<file path="src/bisu_pkg.sv">
`timescale 1ns / 1ps
`default_nettype none
// ----------------------------------------------------------------------------
// bisu_pkg
// Shared types and constants of the batch integer sorter unit.
// ----------------------------------------------------------------------------
package bisu_pkg;

  // Depth of the queue between the intake and the sorter.
  localparam int QUEUE_DEPTH = 4;

  // Register map: word index of each configuration register.
  localparam int  CFG_ADDR_W     = 3;
  localparam logic REG_DESCENDING = 1'b0;

  // Control bits that travel with each value through the queue.
  typedef struct packed {
    logic keep;      // value goes into the sorter
    logic last;      // closes the batch
    logic overflow;  // batch lost at least one item
  } bisu_ctrl_t;

  typedef enum logic {
    SORT_LOAD,
    SORT_EMIT
  } sort_state_t;

endpackage
`default_nettype wire

</file>
<file path="src/bisu_front.sv">
`timescale 1ns / 1ps
`default_nettype none
// ----------------------------------------------------------------------------
// bisu_front
// Intake: counts the batch, drops items beyond capacity, tags queue entries.
// ----------------------------------------------------------------------------
module bisu_front #(
  parameter int MAX_ITEMS   = 64,
  parameter int VALUE_WIDTH = 32
) (
  input  logic                   clk,
  input  logic                   rst,
  input  logic                   push,
  output logic                   full,
  input  logic [VALUE_WIDTH-1:0] value,
  input  logic                   last_item,
  input  logic                   q_full,
  output logic                   q_push,
  output logic [VALUE_WIDTH-1:0] q_value,
  output bisu_pkg::bisu_ctrl_t   q_ctrl
);
  import bisu_pkg::*;

  localparam int CW = $clog2(MAX_ITEMS + 1);

  logic [CW-1:0] item_count, item_count_next;
  logic          dropped_flag, dropped_flag_next;
  logic          accept;
  logic          keep;

  assign full   = q_full;
  assign accept = push && !q_full;
  assign keep   = (item_count < CW'(MAX_ITEMS));

  // A dropped item only needs a queue entry when it closes the batch.
  assign q_push           = accept && (keep || last_item);
  assign q_value          = value;
  assign q_ctrl.keep      = keep;
  assign q_ctrl.last      = last_item;
  assign q_ctrl.overflow  = dropped_flag || !keep;

  always_comb begin
    item_count_next   = item_count;
    dropped_flag_next = dropped_flag;
    if (accept) begin
      if (last_item) begin
        item_count_next   = '0;
        dropped_flag_next = 1'b0;
      end else if (keep) begin
        item_count_next = item_count + CW'(1);
      end else begin
        dropped_flag_next = 1'b1;
      end
    end
  end

  always_ff @(posedge clk) begin
    if (rst) begin
      item_count   <= '0;
      dropped_flag <= 1'b0;
    end else begin
      item_count   <= item_count_next;
      dropped_flag <= dropped_flag_next;
    end
  end

endmodule
`default_nettype wire

</file>
<file path="config.mk">
export PLATFORM = sky130hd
export DESIGN_NAME = bisu_front
export DESIGN_NICKNAME = d
export VERILOG_FILES = /design/src/bisu_pkg.sv /design/src/bisu_front.sv
export SDC_FILE = /design/constraint.sdc
export NUM_CORES = 1
export LEC_CHECK = 0
export ABC_AREA = 1
export BUFFER_PORTS_ARGS = -buffer_cell sky130_fd_sc_hd__buf_2
export CORE_MARGIN = 2
export CORE_UTILIZATION = 37
export CTS_CLUSTER_DIAMETER = 120
export DETAILED_ROUTE_END_ITERATION = 6
export PLACE_DENSITY = 0.89
export REMOVE_ABC_BUFFERS = 1
export SYNTH_ARGS = -nofsm -noshare
export SYNTH_HDL_FRONTEND = slang
export SYNTH_SLANG_ARGS = --single-unit
</file>
<file path="constraint.sdc">
create_clock -name clk -period 2.7 [get_ports clk]
set_input_delay 0 -clock clk [delete_from_list [all_inputs] [get_ports clk]]
set_output_delay 0 -clock clk [all_outputs]
set_load 0.05 [all_outputs]
</file>
# Yosys cells after proc, flatten, opt, wreduce, memory -nomap -nowiden
# Cells that the tools add are included.
[word_totals] input_bits=37 word_cells=18 register_bits=8 output_inout_bits=37
[classes] n_reduce_logical=9 eq_ne=1 mux=4 n_addsub=1 n_lt_le_gt_ge=1
[op_table] operator="2-to-1 mux 7 bit" n=2
[op_table] operator="adder 7 x 1 -> 7 bit (second input constant)" n=1
[op_table] operator="< comparator 7 bit (second input constant)" n=1
[op_table] operator="AND reduction 2 bit" n=2
[op_table] operator="logical AND 1 bit" n=2
[op_table] operator="zero test 1 bit" n=2
[op_table] operator="logical OR 1 bit" n=2
[op_table] operator="2-to-1 mux 1 bit" n=2
[op_table] operator="inequality test 2 x 1 -> 1 bit (second input constant)" n=1
[op_table] operator="nonzero test 2 bit" n=1

# Logic depth before layout (Yosys ltp)
[logic_depth] depth_word=3 depth_mapped=8 ltp_nobuf=8

# Worst setup path before layout
# Ideal clock, no wire load.
[synth_path] kind="reg-to-reg" start="reg item_count[6]" end="reg item_count[2]" setup_ns=0.120 required_ns=2.580 slack_ns=1.630 n_path_buf=0 path_stages_with_launch=7 period_less_slack_ns=1.070 arrival_ns=0.950 path_cell_list="dfxtp_1 -> inv_2 -> nor2_4 -> nor2_8 -> nand2_2 -> xor2_1 -> nor2_2"
[synth_between] elab_chain_cells=3
[synth_rtl] element="start, declared" line="bisu_front.sv:26" source="logic [CW-1:0] item_count, item_count_next;"
[synth_rtl] element="start signal, assigned" line="bisu_front.sv:62" source="item_count <= item_count_next;"
[synth_rtl] element="< comparator 7 bit" line="bisu_front.sv:33" source="assign keep = (item_count < CW'(MAX_ITEMS));"
[synth_rtl] element="named net keep" line="bisu_front.sv:29" source="logic keep;"
[synth_rtl] element="nonzero test 2 bit (no source line)"
[synth_rtl] element="AND reduction 2 bit (no source line)"
# The timed path passes the listed nets, and every way through them passes these cells.
# A chain may end at the register's enable or synchronous reset.

# Final worst setup path
[layout_path] start="reg item_count[6]" end="out q_push"
[layout_between] elab_chain_cells=3
[layout_rtl] element="< comparator 7 bit" line="bisu_front.sv:33"
[layout_rtl] element="logical OR 1 bit" line="bisu_front.sv:36" source="assign q_push = accept && (keep || last_item);"
[layout_rtl] element="logical AND 1 bit" line="bisu_front.sv:36"
[layout_rtl] element="end, declared" line="bisu_front.sv:18" source="output logic q_push,"
# No other way between the ends.

==> results.toml <==
[status]
status = "completed"

[die]
io_pins = 74
die_x_um = 47.9
core.rowCount = 15
core_area_um2 = 1760
die_h_um = 47.9
start_util_pct = 40.4
die-area_um2 = 2290

[run]
cap_violations = 0

[route]
via_count = 490
dr.pass1.iters = 4
drt_iter0_drc = 4
antenna_left = 0
detail_route.wl_per_cell_um = 22.6
post-route-drc-count = 0
vias_per_cell = 4.95
wl_mm = 2.24

[pwr]
p_leak_uw = 0.000247
vdd_drop_max_uv = 227
powerDensity_nw_per_um2 = 438

[logic_synthesis]
synth_compound_area_share_pct = 4.92
synth_enable_flop_cells = 0
yosys_warnings = 0
syn_area_um2 = 712
synth_top_family_by_area = "buffers and inverters"
syn_avg_cell_area_um2 = 7.42
async_flop_share_pct = 0
synth_cell_type_count = 21
synthMuxAreaShare_pct = 0
ys_ff_latch = 8
synthSimpleGateAreaFrac_pct = 24.4
synthAdderAreaFrac_pct = 1.76
ys.flop_type = "dfxtp_1"
synthCells = 96
seq_area_frac_synth_pct = 22.5
synth_xor_area_share_pct = 1.23

[clocking]
numClockSinks = 8
clock_path_buffers = 2
cts_buffers = 3
h-tree-depth = 1
clk_pin_slew_worst_paths_ns = 0.06
clock_latency_ns = 0.26
cts_tree = "done"
cts_root_buf = "clkbuf_4"
cts_resized = 0

[sta]
fmax_mhz = 842
slew_headroom_pct = 82.5
setup_violations = 0
finalHoldViolCount = 0
min_period_ns = 1.19
skew_ns = 0.00914
slew_viol_final = 0
layout_setup_ws_ns = 1.51
finalCritPeriodShare_pct = 44.0
totalNegativeSetupSlack_ns = 0
worstMarginPinSlew_ns = 0.262
rsz0062_at_grt = "false"

[critical_path]
crit_start = "item_count[6]$_SDFFE_PP0P_"
cp-end-kind = "output pin"
crit_path_start_kind = "flip-flop"
crit_path_end = "q_push"
worstReg2RegEnd = "item_count[4]$_SDFFE_PP0P_"
r2r_start = "item_count[0]$_SDFFE_PP0P_"
cp_slowest_cell = "dfxtp_1"
crit_required_ns = 2.70
cp_cell_sequence = "inv_2, nor2_4, nor2_8, buf_2"
slowest_delay_ns = 0.32
r2r_slack_ns = 1.65
crit_arrival_ns = 1.19
path_class = "flip-flop to output pin"
crit_fanout = 8
reg2regPathDepth = 6

[global_routing]
grt_max_degree = 9
grt_usage_pct = 21.7
antenna_found_initial = 0
grt_pass1_wl_mm = 3.00
grt_overflow = 0
first_global_vias = 502

[min_path]
hold_class = "input port to output pin"

[finish]
fin_nets = 114
layout-drive-gt1-share_pct = 32.4
antenna_cells = 0
area_growth_pct = -21.6
most-common-layout-cells = "12 x inv_1, 12 x nand2_1, 9 x buf_2, 8 x dfxtp_1"

[placed_design]
place.gp.congestion = 0.810
hpwl_mm = 1.98
post-place-ws_ns = 1.65
io_buffers = 9
cell type report:
cell class,instances,area (um2)
Fill cell,199,1210
Multi-Input combinational cell,38,230
Sequential cell,8,160
Inverter,15,58.8
Timing Repair Buffer,10,55.1
Tap cell,25,31.3
Clock buffer,3,22.5
routing by layer:
layer | GRT usage, % | routed length [um]
met4 | 3.24 | 0
met3 | 29.8 | 656
met2 | 35.2 | 1000
met5 | 0 | 0
met1 | 15.1 | 580
Yosys cell counts (2+ instances only):
cell | number | share of area (%)
buf_4 | 35 | 37
inv_1 | 12 | 6.3
nand2_1 | 12 | 6.3
dfxtp_1 | 8 | 22
a21oi_1 | 3 | 2.1
nand3_1 | 3 | 2.1
nand4_1 | 3 | 2.6
nor2_1 | 3 | 1.6
nor2_2 | 3 | 2.6
inv_2 | 2 | 1.1
nor2_4 | 2 | 3.2
critical path, delay by kind of cell (launching register included):
kind                   cells  cell delay [ns]
flip-flops                 1             0.32
buffers and inverters      2             0.40
AND/OR/NAND/NOR            2             0.21
logic make-up after synthesis:
family | Yosys count
adders and majority gates | 1
buffers and inverters | 50
DFF | 8
xor gates and xnor gates | 1
and+or+nand+nor | 30
AOI/OAI and AO/OA | 6
metrics by stage:
step | area (um2) | std cells | utilization, % | hold WS [ns] | power, uW
2_1_floorplan | 449 | 61 | - | 0 | 139
3_3_place_gp | 526 | 95 | 29.8 | 0.000545 | 153
3_5_place_dp | 526 | 95 | 29.8 | 0.000545 | 155
4_1_cts | 558 | 99 | 31.6 | 0.000545 | 249
5_1_grt | 558 | 99 | 31.6 | 0.000234 | 254
6_report | 558 | 99 | 31.6 | 0.000191 | 245
state kept, by name, indices dropped and copies added (netlist names):
register	cells
item_count	7
dropped_flag	1
repair_timing:
item | CTS | global route
hold endpoints to repair | 1 | 0
buffers inserted | 0 | 0
hold buffers | 1 | 0
report_power, final:
group          total (uW)  switching, uW  internal (uW)
Combinational        33.6           23.7           9.92
Sequential            120          0.649            119
Clock                91.4           40.5           50.9
how the worst min path moves through the flow:
stage	slack, ns	to	from	cells past startpoint
2_1_floorplan	0	full	q_full	0
6_report	0.0002	q_value[17]	value[17]	0
3_3_place_gp	0.0005	q_value[17]	value[17]	0
5_1_grt	0.0002	q_value[18]	value[18]	0
4_1_cts	0.0005	q_value[17]	value[17]	0
3_5_place_dp	0.0005	q_value[17]	value[17]	0
(Power assumes the default switching activity.)
