File: src/bisu_pkg.sv
`timescale 1ns / 1ps
`default_nettype none
// ----------------------------------------------------------------------------
// bisu_pkg
// Shared types and constants of the batch integer sorter unit.
// ----------------------------------------------------------------------------
package bisu_pkg;

  // Depth of the queue between the intake and the sorter.
  localparam int QUEUE_DEPTH = 4;

  // Register map: word index of each configuration register.
  localparam int  CFG_ADDR_W     = 3;
  localparam logic REG_DESCENDING = 1'b0;

  // Control bits that travel with each value through the queue.
  typedef struct packed {
    logic keep;      // value goes into the sorter
    logic last;      // closes the batch
    logic overflow;  // batch lost at least one item
  } bisu_ctrl_t;

  typedef enum logic {
    SORT_LOAD,
    SORT_EMIT
  } sort_state_t;

endpackage
`default_nettype wire

File: src/bisu_queue.sv
`timescale 1ns / 1ps
`default_nettype none
// ----------------------------------------------------------------------------
// bisu_queue
// Short first-in first-out queue between the intake and the sorter.
// ----------------------------------------------------------------------------
module bisu_queue #(
  parameter int VALUE_WIDTH = 32
) (
  input  logic                   clk,
  input  logic                   rst,
  input  logic                   wr_en,
  input  logic [VALUE_WIDTH-1:0] wr_value,
  input  bisu_pkg::bisu_ctrl_t   wr_ctrl,
  output logic                   q_full,
  input  logic                   rd_en,
  output logic                   rd_valid,
  output logic [VALUE_WIDTH-1:0] rd_value,
  output bisu_pkg::bisu_ctrl_t   rd_ctrl
);
  import bisu_pkg::*;

  localparam int PW = $clog2(QUEUE_DEPTH);
  localparam int NW = $clog2(QUEUE_DEPTH + 1);

  logic [VALUE_WIDTH-1:0] value_q [QUEUE_DEPTH];
  bisu_ctrl_t             ctrl_q  [QUEUE_DEPTH];
  logic [PW-1:0]          wr_ptr, rd_ptr;
  logic [NW-1:0]          fill;
  logic                   do_wr, do_rd;

  assign q_full   = (fill == NW'(QUEUE_DEPTH));
  assign rd_valid = (fill != '0);
  assign do_wr    = wr_en && !q_full;
  assign do_rd    = rd_en && rd_valid;
  assign rd_value = value_q[rd_ptr];
  assign rd_ctrl  = ctrl_q[rd_ptr];

  always_ff @(posedge clk) begin
    if (do_wr) begin
      value_q[wr_ptr] <= wr_value;
      ctrl_q[wr_ptr]  <= wr_ctrl;
    end
  end

  always_ff @(posedge clk) begin
    if (rst) begin
      wr_ptr <= '0;
      rd_ptr <= '0;
      fill   <= '0;
    end else begin
      if (do_wr) begin
        wr_ptr <= (wr_ptr == PW'(QUEUE_DEPTH - 1)) ? '0 : wr_ptr + PW'(1);
      end
      if (do_rd) begin
        rd_ptr <= (rd_ptr == PW'(QUEUE_DEPTH - 1)) ? '0 : rd_ptr + PW'(1);
      end
      fill <= fill + NW'(do_wr) - NW'(do_rd);
    end
  end

endmodule
`default_nettype wire

File: config.mk
export PLATFORM = sky130hd
export DESIGN_NAME = bisu_queue
export DESIGN_NICKNAME = d
export VERILOG_FILES = /design/src/bisu_pkg.sv /design/src/bisu_queue.sv
export SDC_FILE = /design/constraint.sdc
export NUM_CORES = 1
export LEC_CHECK = 0
export BUFFER_PORTS_ARGS = -buffer_cell sky130_fd_sc_hd__buf_2
export CAP_MARGIN = 30
export CELL_PAD_IN_SITES_DETAIL_PLACEMENT = 0
export CELL_PAD_IN_SITES_GLOBAL_PLACEMENT = 1
export CORE_MARGIN = 2
export CORE_UTILIZATION = 49
export CTS_CLUSTER_DIAMETER = 50
export CTS_CLUSTER_SIZE = 10
export DETAILED_ROUTE_END_ITERATION = 8
export PLACE_DENSITY_LB_ADDON = 0.1
export SLEW_MARGIN = 20
export SYNTH_ARGS = -nofsm -noshare
export SYNTH_HDL_FRONTEND = slang
export SYNTH_SLANG_ARGS = --single-unit
export TNS_END_PERCENT = 1
File: constraint.sdc
create_clock -name clk -period 3 [get_ports clk]
set_input_delay 0.15 -clock clk [delete_from_list [all_inputs] [get_ports clk]]
set_output_delay 0.15 -clock clk [all_outputs]
set_load 0.02 [all_outputs]
* After elaboration in Yosys (flattened, before gate mapping)
Memory sizes are Yosys's and may differ from the RTL's. A register that Yosys moved wholly into a read port is not among the register bits.
Cells that the tools add are included.
** Word-level totals
- Flip-flop bits (word level) :: 7
- Bits in writable memories :: 140
- Input bits :: 39
- Output and inout bits :: 37
- Logic and storage cells :: 24
- Memories kept :: 2
** Memory list
- value_q :: depth 4, bits a word 32, read ports 1, clocked after Yosys merged registers in 1, wr ports 1, RTL line bisu_queue.sv:26 : logic [VALUE_WIDTH-1:0] value_q [QUEUE_DEPTH];
- ctrl_q :: depth 4, bits a word 3, read ports 1, clocked after Yosys merged registers in 1, wr ports 1, RTL line bisu_queue.sv:27 : bisu_ctrl_t ctrl_q [QUEUE_DEPTH];
** Cells by class
- Add/sub/neg operators :: 4
- Equality and inequality tests :: 3
- Mux-type cells :: 8
- Reduce and logical (&&, ||, !) cells :: 4
** Operator list (number)
- 2-to-1 mux 2 bit :: 6
- adder 2 x 1 -> 2 bit (second input constant) :: 2
- == test 2 bit (second input constant) :: 2
- adder 3 x 1 -> 3 bit :: 1
- == test 3 bit (second input constant) :: 1
- nonzero test 3 bit :: 1
- subtractor 3 x 1 -> 3 bit :: 1
- logical AND 1 bit :: 2
- 2-to-1 mux 1 bit :: 2
- zero test 1 bit :: 1

* Depth between registers and ports, before layout
Gate-level depths: netlist (run 1).
- Depth after elaboration :: 5
- Mapped depth :: 12
- Depth with buffers taken out :: 11

* Worst setup path before layout (run 1)
No wires, ideal clock.
- Path type :: reg-to-reg
- Start :: reg fill[1]
- End :: reg fill[2]
- Library setup time :: 0.078 ns
- Arrival :: 2.236 ns
- Required time :: 2.922 ns
- Slack :: 0.687 ns
- Stages on the path, launching flop included :: 13
- Buffers on the path :: 1
- Period minus slack after synthesis :: 2.313 ns
- Path through :: dfxtp_1 > or3b_1 > buf_6 > and2_4 > inv_1 > ha_1 > inv_1 > ha_1 > inv_1 > fa_1 > xor2_1 > and2_1 > nor3_1
** On the way
- Longest elaborated chain between the ends :: 5
- Elaborated cells between the ends (all ways) :: 7
- Those cells by class :: 2 x add/sub; 1 x eq/ne; 4 x reduce/logical
** Ends and longest elaborated chain
- from (decl) :: RTL line bisu_queue.sv:29 : logic [NW-1:0] fill;
- from (signal assigned) :: RTL line bisu_queue.sv:58 : fill <= fill + NW'(do_wr) - NW'(do_rd);
- == test 3 bit :: RTL line bisu_queue.sv:32 : assign q_full = (fill == NW'(QUEUE_DEPTH));
- zero test 1 bit :: RTL line bisu_queue.sv:34 : assign do_wr = wr_en && !q_full;
- logical AND 1 bit :: RTL line bisu_queue.sv:34
- adder 3 x 1 -> 3 bit :: RTL line bisu_queue.sv:58
- subtractor 3 x 1 -> 3 bit * :: RTL line bisu_queue.sv:58
Mark *: on every way between the ends. The rest lies on a longest branch, timed or not.
A chain may end at the register's enable or synchronous reset.

* Final worst setup path (run 1)
Same ends and word-level chain as after synthesis.

==> metrics.yaml, run 1 <==
outcome: "finished, final reports clean"
cp_slowest_stage_delay_ns: 0.52
cts_max_path_buffers: 2
grt_pass1_wl_mm: 14.2
dr_total_vias: 2649
ios: 76
grt_setup_unrepaired: "no"
final_nets: 410
netlist_area_um2: 5540
cts_buffers: 17
yosysSeqAreaShare: 0.791
crit_type: "register to register"
pre_cts_ws_ns: 0.539
antenna_left: 0
fin_crit_sh: 0.824
yosysWarnings: 0
synth_mux_area_frac: 0.144
hp-class: "input port to register"
hpwl_mm: 5.66
drt_first_pass_iters: 4
diodes: 0
cp_max_fo: 9
rows: 38
grt_antenna_before_repair: 0
die_h_um: 110
synthXorXnorAreaFrac: 0.00158
peakVddDrop_uv: 443
drc_errors: 0
path_common_cell: "inv_1"
gp_congestion: 0.688
finalMaxSlewViolations: 0
cts_tree: "done"
area_growth_pct: 27.2
power_density_nw_per_um2: 861
viasPerCell: 5.14
cp_num_buf_inv: 3
worstMarginPinSlew_ns: 0.668
fp.dieW_um: 110
utilization: 0.644
relSlewSlack: 0.555
max_freq_mhz: 404
worst_hold_slack_ns: 0.0227
fin_setup_tns_ns: 0
fin_skew_ns: 0.00715
setup_viol: 0
cp_cell_sequence: "or3b_1 > and2_4 > inv_1 > ha_1 > inv_1 > ha_1 > inv_1 > fa_1 > xor2_1 > and2_1 > nor3_1"
cts_htree_levels: 4
clock_latency_ns: 0.40
syn-instance-count: 234
yosys-top-cells-area: "edfxtp_1 (76%), mux4_2 (14%), dfxtp_1 (3.3%), ha_1 (1.6%), buf_6 (0.81%)"
synth_top_family_by_area: "multiplexers"
yosys.area_share.simple: 0.0194
worstPathRequired_ns: 3.33
wirelength_mm: 9.45
cpLargestDelayFamily: "simple AND/OR/NAND/NOR gates"
cts_setup_buffers: 0
min_period_ns: 2.47
grt-ovfl-total: 0
cts_sinks: 149
place_inst: 449
synthAdderAreaFrac: 0.0194
critical_path_arrival_ns: 2.80
startpoint: "fill[1]$_SDFF_PP0_"
stdcell_count: 515
critPathLaunchType: "register"
cts_root_buf: "clkbuf_16"
grt_pass1_vias: 2755
syn_nets: 281
start_util: 0.507
grt_max_degree: 27
drtIter0Drc: 124
clkTransAtPathRegs_ns: 0.06
place_area_um2: 6120
worstSetupEndpointType: "register"
stdcell_area_um2: 7050
fin_ws_ns: 0.528
cp_slowest_cell: "or3b_1"
dieArea_um2: 12200
yosysTopAreaCellShare: 0.759
netlist.top_cell.by_area: "edfxtp_1"
p_total_mw: 6.06
maxCapViolations: 0
min-delay-start: "rst"
coreArea_um2: 10900
leakagePower_nw: 2.49
netlist-cell-type-count: 28
grt.total_usage: 0.169
worstReg2RegStart: "fill[1]$_SDFF_PP0_"
wire_per_inst_um: 18.3
ys_seq_elements: 149
synth_compound_area_frac: 0.00678
portBuffers: 75
drive_gt1_frac: 0.411
syn_avg_cell_area_um2: 23.7
hold_violations: 0
==> layout make-up <==
class	count	area (um2)
Sequential cell	149	4390
Fill cell	779	3890
Multi-Input combinational cell	68	1060
Timing Repair Buffer	120	826
Clock buffer	20	437
Tap cell	140	175
Clock inverter	11	135
Inverter	7	26.3
==> power breakdown <==
group	total, mW	internal (mW)	switching, mW
registers	2.67	2.55	0.119
logic	1.37	0.620	0.753
clock network	2.03	1.29	0.735
total	6.06	4.46	1.61
==> sequential cells by signal (all words and copies together), names as in the netlist, named ones only <==
name and cells:
value_q 128, fill 3, ctrl_q 12, rd_ptr 2, wr_ptr 2
==> cells in the final DEF, fill, tap and decap left out, types with 2 or more instances in the layout <==
master,synthesis,final
edfxtp_1,140,140
clkinv_1,0,3
inv_1,7,7
clkbuf_1,2,3
and3_2,3,4
nor2_1,3,3
dlygate4sd3_1,0,35
clkinv_2,0,2
nand3_1,2,2
clkbuf_16,0,17
dfxtp_2,0,2
a21oi_1,2,2
buf_12,0,2
buf_4,0,8
dfxtp_1,9,7
bufinv_16,0,3
mux4_2,35,35
nor3_1,2,2
ha_1,7,7
clkinvlp_4,0,2
buf_2,2,75
==> worst reg2reg max path: stages, from the launching register on <==
cell	delay, ns
dfxtp_1	0.36
or3b_1	0.52
and2_4	0.22
inv_1	0.05
ha_1	0.22
inv_1	0.06
ha_1	0.13
inv_1	0.05
fa_1	0.37
xor2_1	0.16
and2_1	0.16
nor3_1	0.11
==> cells by family after synthesis <==
group / after synthesis
AOI/OAI and AO/OA: 5
DFF: 149
buffers and inverters: 17
adders and majority gates: 8
muxes: 36
and+or+nand+nor: 18
xor gates and xnor gates: 1
==> Yosys cell counts <==
| library cell | count |
|---|---|
| a21o_1 | 1 |
| a21oi_1 | 2 |
| and2_1 | 1 |
| and2_4 | 1 |
| and3_1 | 1 |
| and3_2 | 3 |
| buf_1 | 2 |
| buf_2 | 2 |
| buf_6 | 4 |
| clkbuf_1 | 2 |
| dfxtp_1 | 9 |
| edfxtp_1 | 140 |
| fa_1 | 1 |
| ha_1 | 7 |
| inv_1 | 7 |
| mux2i_1 | 1 |
| mux4_2 | 35 |
| nand2_1 | 1 |
| nand3_1 | 2 |
| nor2_1 | 3 |
| nor2b_1 | 1 |
| nor3_1 | 2 |
| o31ai_1 | 1 |
| o31ai_2 | 1 |
| or3_1 | 1 |
| or3_2 | 1 |
| or3b_1 | 1 |
| xor2_1 | 1 |
==> what timing repair did <==
item	in CTS	in global routing
hold endpoints to repair	140	0
hold buffers	35	0
gates resized for setup	0	0
==> layer usage <==
metal / part of all wire / track usage / up-vias
met5: 0 / 0 / -
met4: 0.011 / 0.0714 / 0
met3: 0.044 / 0.0570 / 6
met2: 0.51 / 0.272 / 69
met1: 0.43 / 0.210 / 1343
li1: - / - / 1231
==> path summary, 6_finish.rpt <==
kind	slack, ns	depth (start not counted)	end
setup / recovery	0.53	11	fill[2]$_SDFF_PP0_
hold / removal	0.02	2	fill[1]$_SDFF_PP0_
setup reg to reg	0.53	11	fill[2]$_SDFF_PP0_
hold reg to reg	0.49	2	register
Power figures use the tool's default switching activity.
==> run 2, diff against run 1 <==
--- a/config.mk
+++ b/config.mk
@@ -10,7 +10,7 @@
 export CELL_PAD_IN_SITES_DETAIL_PLACEMENT = 0
 export CELL_PAD_IN_SITES_GLOBAL_PLACEMENT = 1
 export CORE_MARGIN = 2
-export CORE_UTILIZATION = 49
+export CORE_UTILIZATION = 45
 export CTS_CLUSTER_DIAMETER = 50
 export CTS_CLUSTER_SIZE = 10
 export DETAILED_ROUTE_END_ITERATION = 8
==> constraint.sdc (replaced) <==
create_clock -name clk -period 2.1 [get_ports clk]
set_input_delay 0.105 -clock clk [delete_from_list [all_inputs] [get_ports clk]]
set_output_delay 0.105 -clock clk [all_outputs]
set_load 0.02 [all_outputs]
==> run 2 against run 1 <==
  * The flow now finishes with violations (setup timing)
  * Via count up 2.2%
  * Flip-flop and latch count unchanged
  * Cell count up 2.7%
  * First-iteration DRC count up 60%
  * Register-to-register slack worse by 0.62 ns
  * Combinational power up 62%
==> metrics.yaml, run 2 (synthesized netlist as in run 1, its figures left out) <==
outcome: "finished, violations left"
violations: "setup timing"
top_register: "value_q"
relSlewSlack: 0.774  # +0.219
worstPathRequired_ns: 2.39  # -0.94 ns
grt-ovfl-total: 0  # unchanged
cts_setup_buffers: 0  # unchanged
cts_htree_levels: 4  # unchanged
p_total_mw: 8.68  # +43%
dieArea_um2: 13200  # +8.6%
drtIter0Drc: 199  # +60%
drc_errors: 0  # unchanged
cp_max_fo: 2  # -7
wire_per_inst_um: 18.2  # -0.71%
finalMaxSlewViolations: 0  # unchanged
cts_sinks: 149  # unchanged
setup_viol: 1  # +1
p_seq_frac: 0.429  # -0.011
swShare: 0.269  # +0.00395
fin_crit_sh: 1.04  # +0.218
maxCapViolations: 0  # unchanged
hold_violations: 0  # unchanged
clock_latency_ns: 0.41  # about the same
worstMarginPinSlew_ns: 0.340  # -0.329 ns
power.switching_mw: 2.33  # +45%
max_freq_mhz: 457  # +13%
portBuffers: 75  # unchanged
r2r_cells: 11  # unchanged
grt_setup_unrepaired: "yes"
final_common_cell: "edfxtp_1"
area_growth_pct: 29.0
regToRegSetupSlack_ns: -0.09  # -0.62 ns
internal_power_mw: 6.35  # +42%
ios: 76  # unchanged
diodes: 0  # unchanged
start_util: 0.461  # -0.0454
die_h_um: 115  # +4.2%
grt_pass1_wl_mm: 15.0  # +5.0%
critPathLaunchType: "register"
grt_antenna_before_repair: 0  # unchanged
drive_gt1_frac: 0.450  # +0.0396
min-delay-start: "wr_en"
reg2reg_to: "fill[2]$_SDFF_PP0_"
min_period_ns: 2.19  # -0.284 ns
holdPathEnd: "wr_ptr[1]$_SDFFE_PP0P_"
comb_power_share: 0.256  # +0.030
hp-class: "input port to register"
power_frac_clock: 0.315  # -0.019
min_path_cells: 3  # +1
hpwl_mm: 5.71  # +0.75%
worstSetupEndpointType: "register"
grt.total_usage: 0.158  # -0.0103
cts_tree: "done"
cts_max_path_buffers: 2  # unchanged
fin_skew_ns: 0.00758  # +0.000424 ns
grt_pass1_vias: 2870  # +4.2%
wirelength_mm: 9.64  # +2.0%
nFillCells: 899  # +15%
fin_setup_tns_ns: -0.0889  # -0.0889 ns
dr_total_vias: 2708  # +2.2%
rows: 40  # +5.3%
critical_path_arrival_ns: 2.48  # -0.32 ns
antenna_left: 0  # unchanged
fp.dieW_um: 115  # +4.2%
cts_buffers: 17  # unchanged
crit_type: "register to register"
power_density_nw_per_um2: 1210  # +41%
peakVddDrop_uv: 801  # +81%
drt_first_pass_iters: 4  # unchanged
final_nets: 419  # +2.2%
cts_root_buf: "clkbuf_16"
fin_ws_ns: -0.0889  # -0.616 ns
leakagePower_nw: 2.52  # +1.3%
viasPerCell: 5.12  # -0.48%
largest_register_ffs: 128  # unchanged
final_cell_mix: "edfxtp_1 (140), buf_2 (75), dlygate4sd3_1 (36)"
largestRegisters: "value_q x128, ctrl_q x12, fill x3"
coreArea_um2: 12000  # +9.8%
worstReg2RegStart: "fill[0]$_SDFF_PP0_"
grt_max_degree: 34  # +26%
gp_congestion: 0.686  # -0.33%
clkTransAtPathRegs_ns: 0.06  # about the same
==> run 2: area by class of cell <==
| type | count | area [um2] | share of cell area |
|---|---|---|---|
| Clock buffer | 21 | 440 | 0.0616 |
| Clock inverter | 8 | 86.3 | 0.0121 |
| Inverter | 7 | 31.3 | 0.00438 |
| Multi-Input combinational cell | 68 | 1120 | 0.157 |
| Sequential cell | 149 | 4390 | 0.614 |
| Tap cell | 147 | 184 | 0.0257 |
| Timing Repair Buffer | 129 | 896 | 0.125 |
==> run 2: through the flow <==
stage / instance area, um2 / cells / worst slack, ns / util / hold WS (ns)
floorplan: 5550 / 234 / -0.140 / - / 0.204
global placement: 6200 / 464 / -0.0626 / 0.516 / 0.318
detailed placement: 6200 / 464 / -0.101 / 0.516 / 0.326
CTS: 7090 / 529 / -0.118 / 0.590 / 0.00324
global route: 7150 / 529 / -0.198 / 0.595 / 0.0206
finish: 7150 / 529 / -0.0889 / 0.595 / 0.0242
==> run 2: routing by layer <==
metal  GRT usage  part of all wire  up-vias
li1            -                 -     1245
met1       0.212              0.47     1385
met2       0.239              0.47       67
met3      0.0559             0.048       11
met4      0.0659             0.012        0
met5           0                 0        -
==> run 2: worst max path at each step <==
| stage | start | depth (start not counted) | end | slack (ns) |
|---|---|---|---|---|
| 6_report | fill[0]$_SDFF_PP0_ | 11 | fill[2]$_SDFF_PP0_ | -0.09 |
| 2_1_floorplan | fill[0]$_SDFF_PP0_ | 12 | fill[2]$_SDFF_PP0_ | -0.14 |
| 4_1_cts | fill[0]$_SDFF_PP0_ | 11 | fill[2]$_SDFF_PP0_ | -0.12 |
| 5_1_grt | fill[2]$_SDFF_PP0_ | 11 | fill[2]$_SDFF_PP0_ | -0.20 |
| 3_3_place_gp | fill[0]$_SDFF_PP0_ | 11 | fill[2]$_SDFF_PP0_ | -0.06 |
| 3_5_place_dp | fill[0]$_SDFF_PP0_ | 11 | fill[2]$_SDFF_PP0_ | -0.10 |
==> run 2: power groups by stage <==
stage	clock network [mW]	registers [mW]	logic, mW
floorplan	0	3.76	1.43
global placement	0	3.78	2.11
detailed placement	0	3.79	2.11
CTS	2.81	3.73	2.17
global route	2.93	3.76	2.42
finish	2.73	3.73	2.22
==> run 2: what timing repair did <==
item / in CTS / in global routing
hold endpoints to repair: 144 / 0
cloned: 0 / 0
resized for setup: 0 / 14
hold buffers: 36 / 0
setup endpoints to repair: 1 / 2
pin swaps: 0 / 6
==> run 2: worst max-delay path, cell delays in order, from the launching register on <==
cell     delay (ns)
dfxtp_1        0.31
or3b_4         0.39
and2_4         0.16
inv_4          0.05
ha_4           0.19
inv_4          0.05
ha_4           0.12
inv_2          0.03
fa_2           0.39
xor2_2         0.18
and2_4         0.16
nor3_2         0.03
==> run 3, diff against run 2 <==
--- a/config.mk
+++ b/config.mk
@@ -5,12 +5,13 @@
 export SDC_FILE = /design/constraint.sdc
 export NUM_CORES = 1
 export LEC_CHECK = 0
+export ABC_AREA = 1
 export BUFFER_PORTS_ARGS = -buffer_cell sky130_fd_sc_hd__buf_2
 export CAP_MARGIN = 30
 export CELL_PAD_IN_SITES_DETAIL_PLACEMENT = 0
 export CELL_PAD_IN_SITES_GLOBAL_PLACEMENT = 1
 export CORE_MARGIN = 2
-export CORE_UTILIZATION = 45
+export CORE_UTILIZATION = 42
 export CTS_CLUSTER_DIAMETER = 50
 export CTS_CLUSTER_SIZE = 10
 export DETAILED_ROUTE_END_ITERATION = 8
@@ -19,4 +20,3 @@
 export SYNTH_ARGS = -nofsm -noshare
 export SYNTH_HDL_FRONTEND = slang
 export SYNTH_SLANG_ARGS = --single-unit
-export TNS_END_PERCENT = 1
==> run 3 against run 2 <==
  * Via count increased by 31%
  * Critical path type unchanged
  * Sequential power about the same
  * Final area increased by 1.9%
  * Highest routed layer unchanged
  * Non-clock buffer count decreased by 5
  * Utilization decreased by 4.5 points
  * Synthesized area increased by 2.7%
  * Synthesized cell count increased by 74%
  * Critical path depth decreased by 1
  * The flow now finishes without violations
  * Die area increased by 9.7%
==> metrics.yaml, run 3 <==
stdcell_area_um2: 7280  # +1.9%
ios: 76  # unchanged
setup_viol: 0  # -1
wire_per_inst_um: 16.2  # -11%
worstReg2RegStart: "fill[1]$_SDFF_PP0_"
grt.total_usage: 0.167  # +0.00886
hp-class: "input port to register"
hold_violations: 0  # unchanged
cts_buffers: 17  # unchanged
synth_ff_type: "edfxtp_1"
power_density_nw_per_um2: 1290  # +6.3%
drive_gt1_frac: 0.228  # -0.222
worstSetupEndpointType: "register"
largestRegisters: "value_q x128, ctrl_q x12, fill x3"
cp.depth: 10  # -1
final_nets: 575  # +37%
clock_latency_ns: 0.40  # about the same
netlist.top_cell.by_area: "edfxtp_1"
cp_num_buf_inv: 2  # -1
cts_sinks: 149  # unchanged
synth_edf_count: 140  # unchanged
utilization: 0.550  # -0.0452
fin_crit_sh: 0.896  # -0.146
diodes: 0  # unchanged
grt_max_degree: 37  # +8.8%
min_path_cells: 4  # +1
cts_setup_buffers: 0  # unchanged
peakVddDrop_uv: 666  # -17%
gp_congestion: 0.684  # -0.29%
yosys-top-cells-area: "edfxtp_1 (74%), nor2_1 (5.4%), o22ai_1 (3.8%), dfxtp_1 (3.2%), o21ai_0 (3.2%)"
ff_latch_area_um2: 4390  # about the same
ys_seq_elements: 149  # unchanged
nFillCells: 1129  # +26%
critical_path_arrival_ns: 2.18  # -0.30 ns
cts_htree_levels: 4  # unchanged
power.switching_mw: 3.02  # +30%
start_util: 0.430  # -0.0315
yosysTopAreaCellShare: 0.739  # -0.0202
fin_setup_tns_ns: 0  # +0.0889 ns
syn_avg_cell_area_um2: 14.0  # -41%
min_period_ns: 1.88  # -0.307 ns
drt_first_pass_iters: 4  # unchanged
die_h_um: 120  # +4.7%
leakagePower_nw: 2.65  # +5.2%
relSlewSlack: 0.727  # -0.0471
cts_tree: "done"
cpLargestDelayFamily: "adder cells"
place_area_um2: 6340  # +2.2%
rows: 42  # +5.0%
startpoint: "fill[1]$_SDFF_PP0_"
yosysWarnings: 0  # unchanged
reg2reg_to: "fill[2]$_SDFF_PP0_"
cts_root_buf: "clkbuf_16"
top_register: "value_q"
yosysSeqAreaShare: 0.770  # -0.0210
grt-ovfl-total: 0  # unchanged
area_growth_pct: 27.9
largest_register_ffs: 128  # unchanged
drtIter0Drc: 225  # +13%
swShare: 0.322  # +0.0528
viasPerCell: 4.97  # -2.8%
cp_cell_sequence: "nor2_2 > nand2_2 > nand2_1 > ha_1 > inv_1 > ha_1 > inv_1 > fa_1 > a21oi_1 > nor2_1"
regToRegSetupSlack_ns: 0.22  # +0.31 ns
drc_errors: 0  # unchanged
dr_total_vias: 3561  # +31%
r2r_cells: 10  # -1
hpwl_mm: 6.48  # +13%
netlist_area_um2: 5690  # +2.7%
maxCapViolations: 0  # unchanged
async_flop_share: 0  # unchanged
portBuffers: 75  # unchanged
crit_type: "register to register"
worstPathRequired_ns: 2.40  # about the same
p_seq_frac: 0.399  # -0.030
fin_skew_ns: 0.00333  # -0.00425 ns
netlist-cell-type-count: 19  # -32%
final_cell_mix: "edfxtp_1 (140), nor2_1 (77), buf_2 (75)"
grt_pass1_vias: 3492  # +22%
multi_input_area_um2: 1120  # +0.45%
synth_most_common_cell: "edfxtp_1"
syn_nets: 453  # +61%
grt_antenna_before_repair: 0  # unchanged
finalMaxSlewViolations: 0  # unchanged
cts_max_path_buffers: 2  # unchanged
dieArea_um2: 14500  # +9.7%
cp_max_fo: 6  # +4
critPathLaunchType: "register"
grt_pass1_wl_mm: 18.1  # +21%
fp.dieW_um: 120  # +4.7%
outcome: "finished, final reports clean"
power_frac_clock: 0.309  # -0.006
synthTopCellsByCount: "edfxtp_1 (140), nor2_1 (82), o21ai_0 (36)"
comb_power_share: 0.291  # +0.035
cp_slowest_stage_delay_ns: 0.40  # about the same
worstSetupEndpoint: "fill[2]$_SDFF_PP0_"
wirelength_mm: 11.6  # +20%
antenna_left: 0  # unchanged
internal_power_mw: 6.38  # +0.50%
syn-instance-count: 406  # +74%
coreArea_um2: 13200  # +10%
max_freq_mhz: 531  # +16%
min-delay-start: "rd_en"
grt_setup_unrepaired: "no"
clkTransAtPathRegs_ns: 0.06  # about the same
cp_slowest_cell: "dfxtp_1"
worstMarginPinSlew_ns: 0.410  # +0.0707 ns
final_common_cell: "edfxtp_1"
-- run 3: worst min-delay path by stage --
stage	endpoint	slack [ns]
after global placement	fill[1]$_SDFF_PP0_	0.30
final	register	0.05
after detailed placement	fill[0]$_SDFF_PP0_	0.31
after global routing	register	0.06
after CTS	register	0.04
after floorplan	fill[1]$_SDFF_PP0_	0.17
-- run 3: layout make-up --
class,instances,area share
clock buffer,18,0.0589
clock inverter,13,0.0192
inverter,18,0.00962
multi-input combinational,218,0.154
sequential,149,0.602
tap,176,0.0302
timing repair buffer,124,0.125
-- run 3: logic make-up (layout without fill, tap and decap cells) --
logic type | after synthesis | count (layout) | synth area share
fa+ha+maj | 8 | 8 | 0.0189
buf+inv | 39 | 173 | 0.0383
compound gates | 111 | 111 | 0.106
simple gates | 99 | 99 | 0.0668
flops | 149 | 149 | 0.770
-- run 3: per-stage QoR --
step           setup slack [ns]  hold slack, ns  instances  total power [mW]
5_1_grt                  0.0295          0.0600        716              9.92
2_1_floorplan            -0.531           0.172        406              5.61
4_1_cts                   0.130          0.0396        716              9.51
3_3_place_gp              0.217           0.299        648              6.51
3_5_place_dp              0.147           0.311        648              6.54
6_report                  0.218          0.0538        716              9.40
-- run 3: per-layer routing --
metal	vias to the layer above	share of wire	global-route usage
met1	1723	0.46	0.214
met2	87	0.49	0.275
met5	-	0	0
li1	1739	-	-
met4	0	0.011	0.0654
met3	12	0.044	0.0410
-- run 3: repair_timing --
item | 4_1_cts | 5_1_grt
setup endpoints to repair | 0 | 1
hold buffers | 37 | 0
resized for setup | 0 | 2
hold endpoints to repair | 144 | 0
-- run 3: worst reg2reg max path: cells and delay by family (launching register included) --
kind            cells  cell delay [ns]
buf+inv             2             0.10
compound gates      1             0.14
flops               1             0.40
simple gates        4             0.34
fa+ha+maj           3             0.79
-- run 3: power groups by stage --
stage	Combinational, mW	Clock, mW	Sequential [mW]
after detailed placement	2.73	0	3.81
after global routing	3.04	3.09	3.79
after CTS	2.79	2.97	3.75
final	2.74	2.91	3.76
after floorplan	1.80	0	3.81
after global placement	2.71	0	3.81
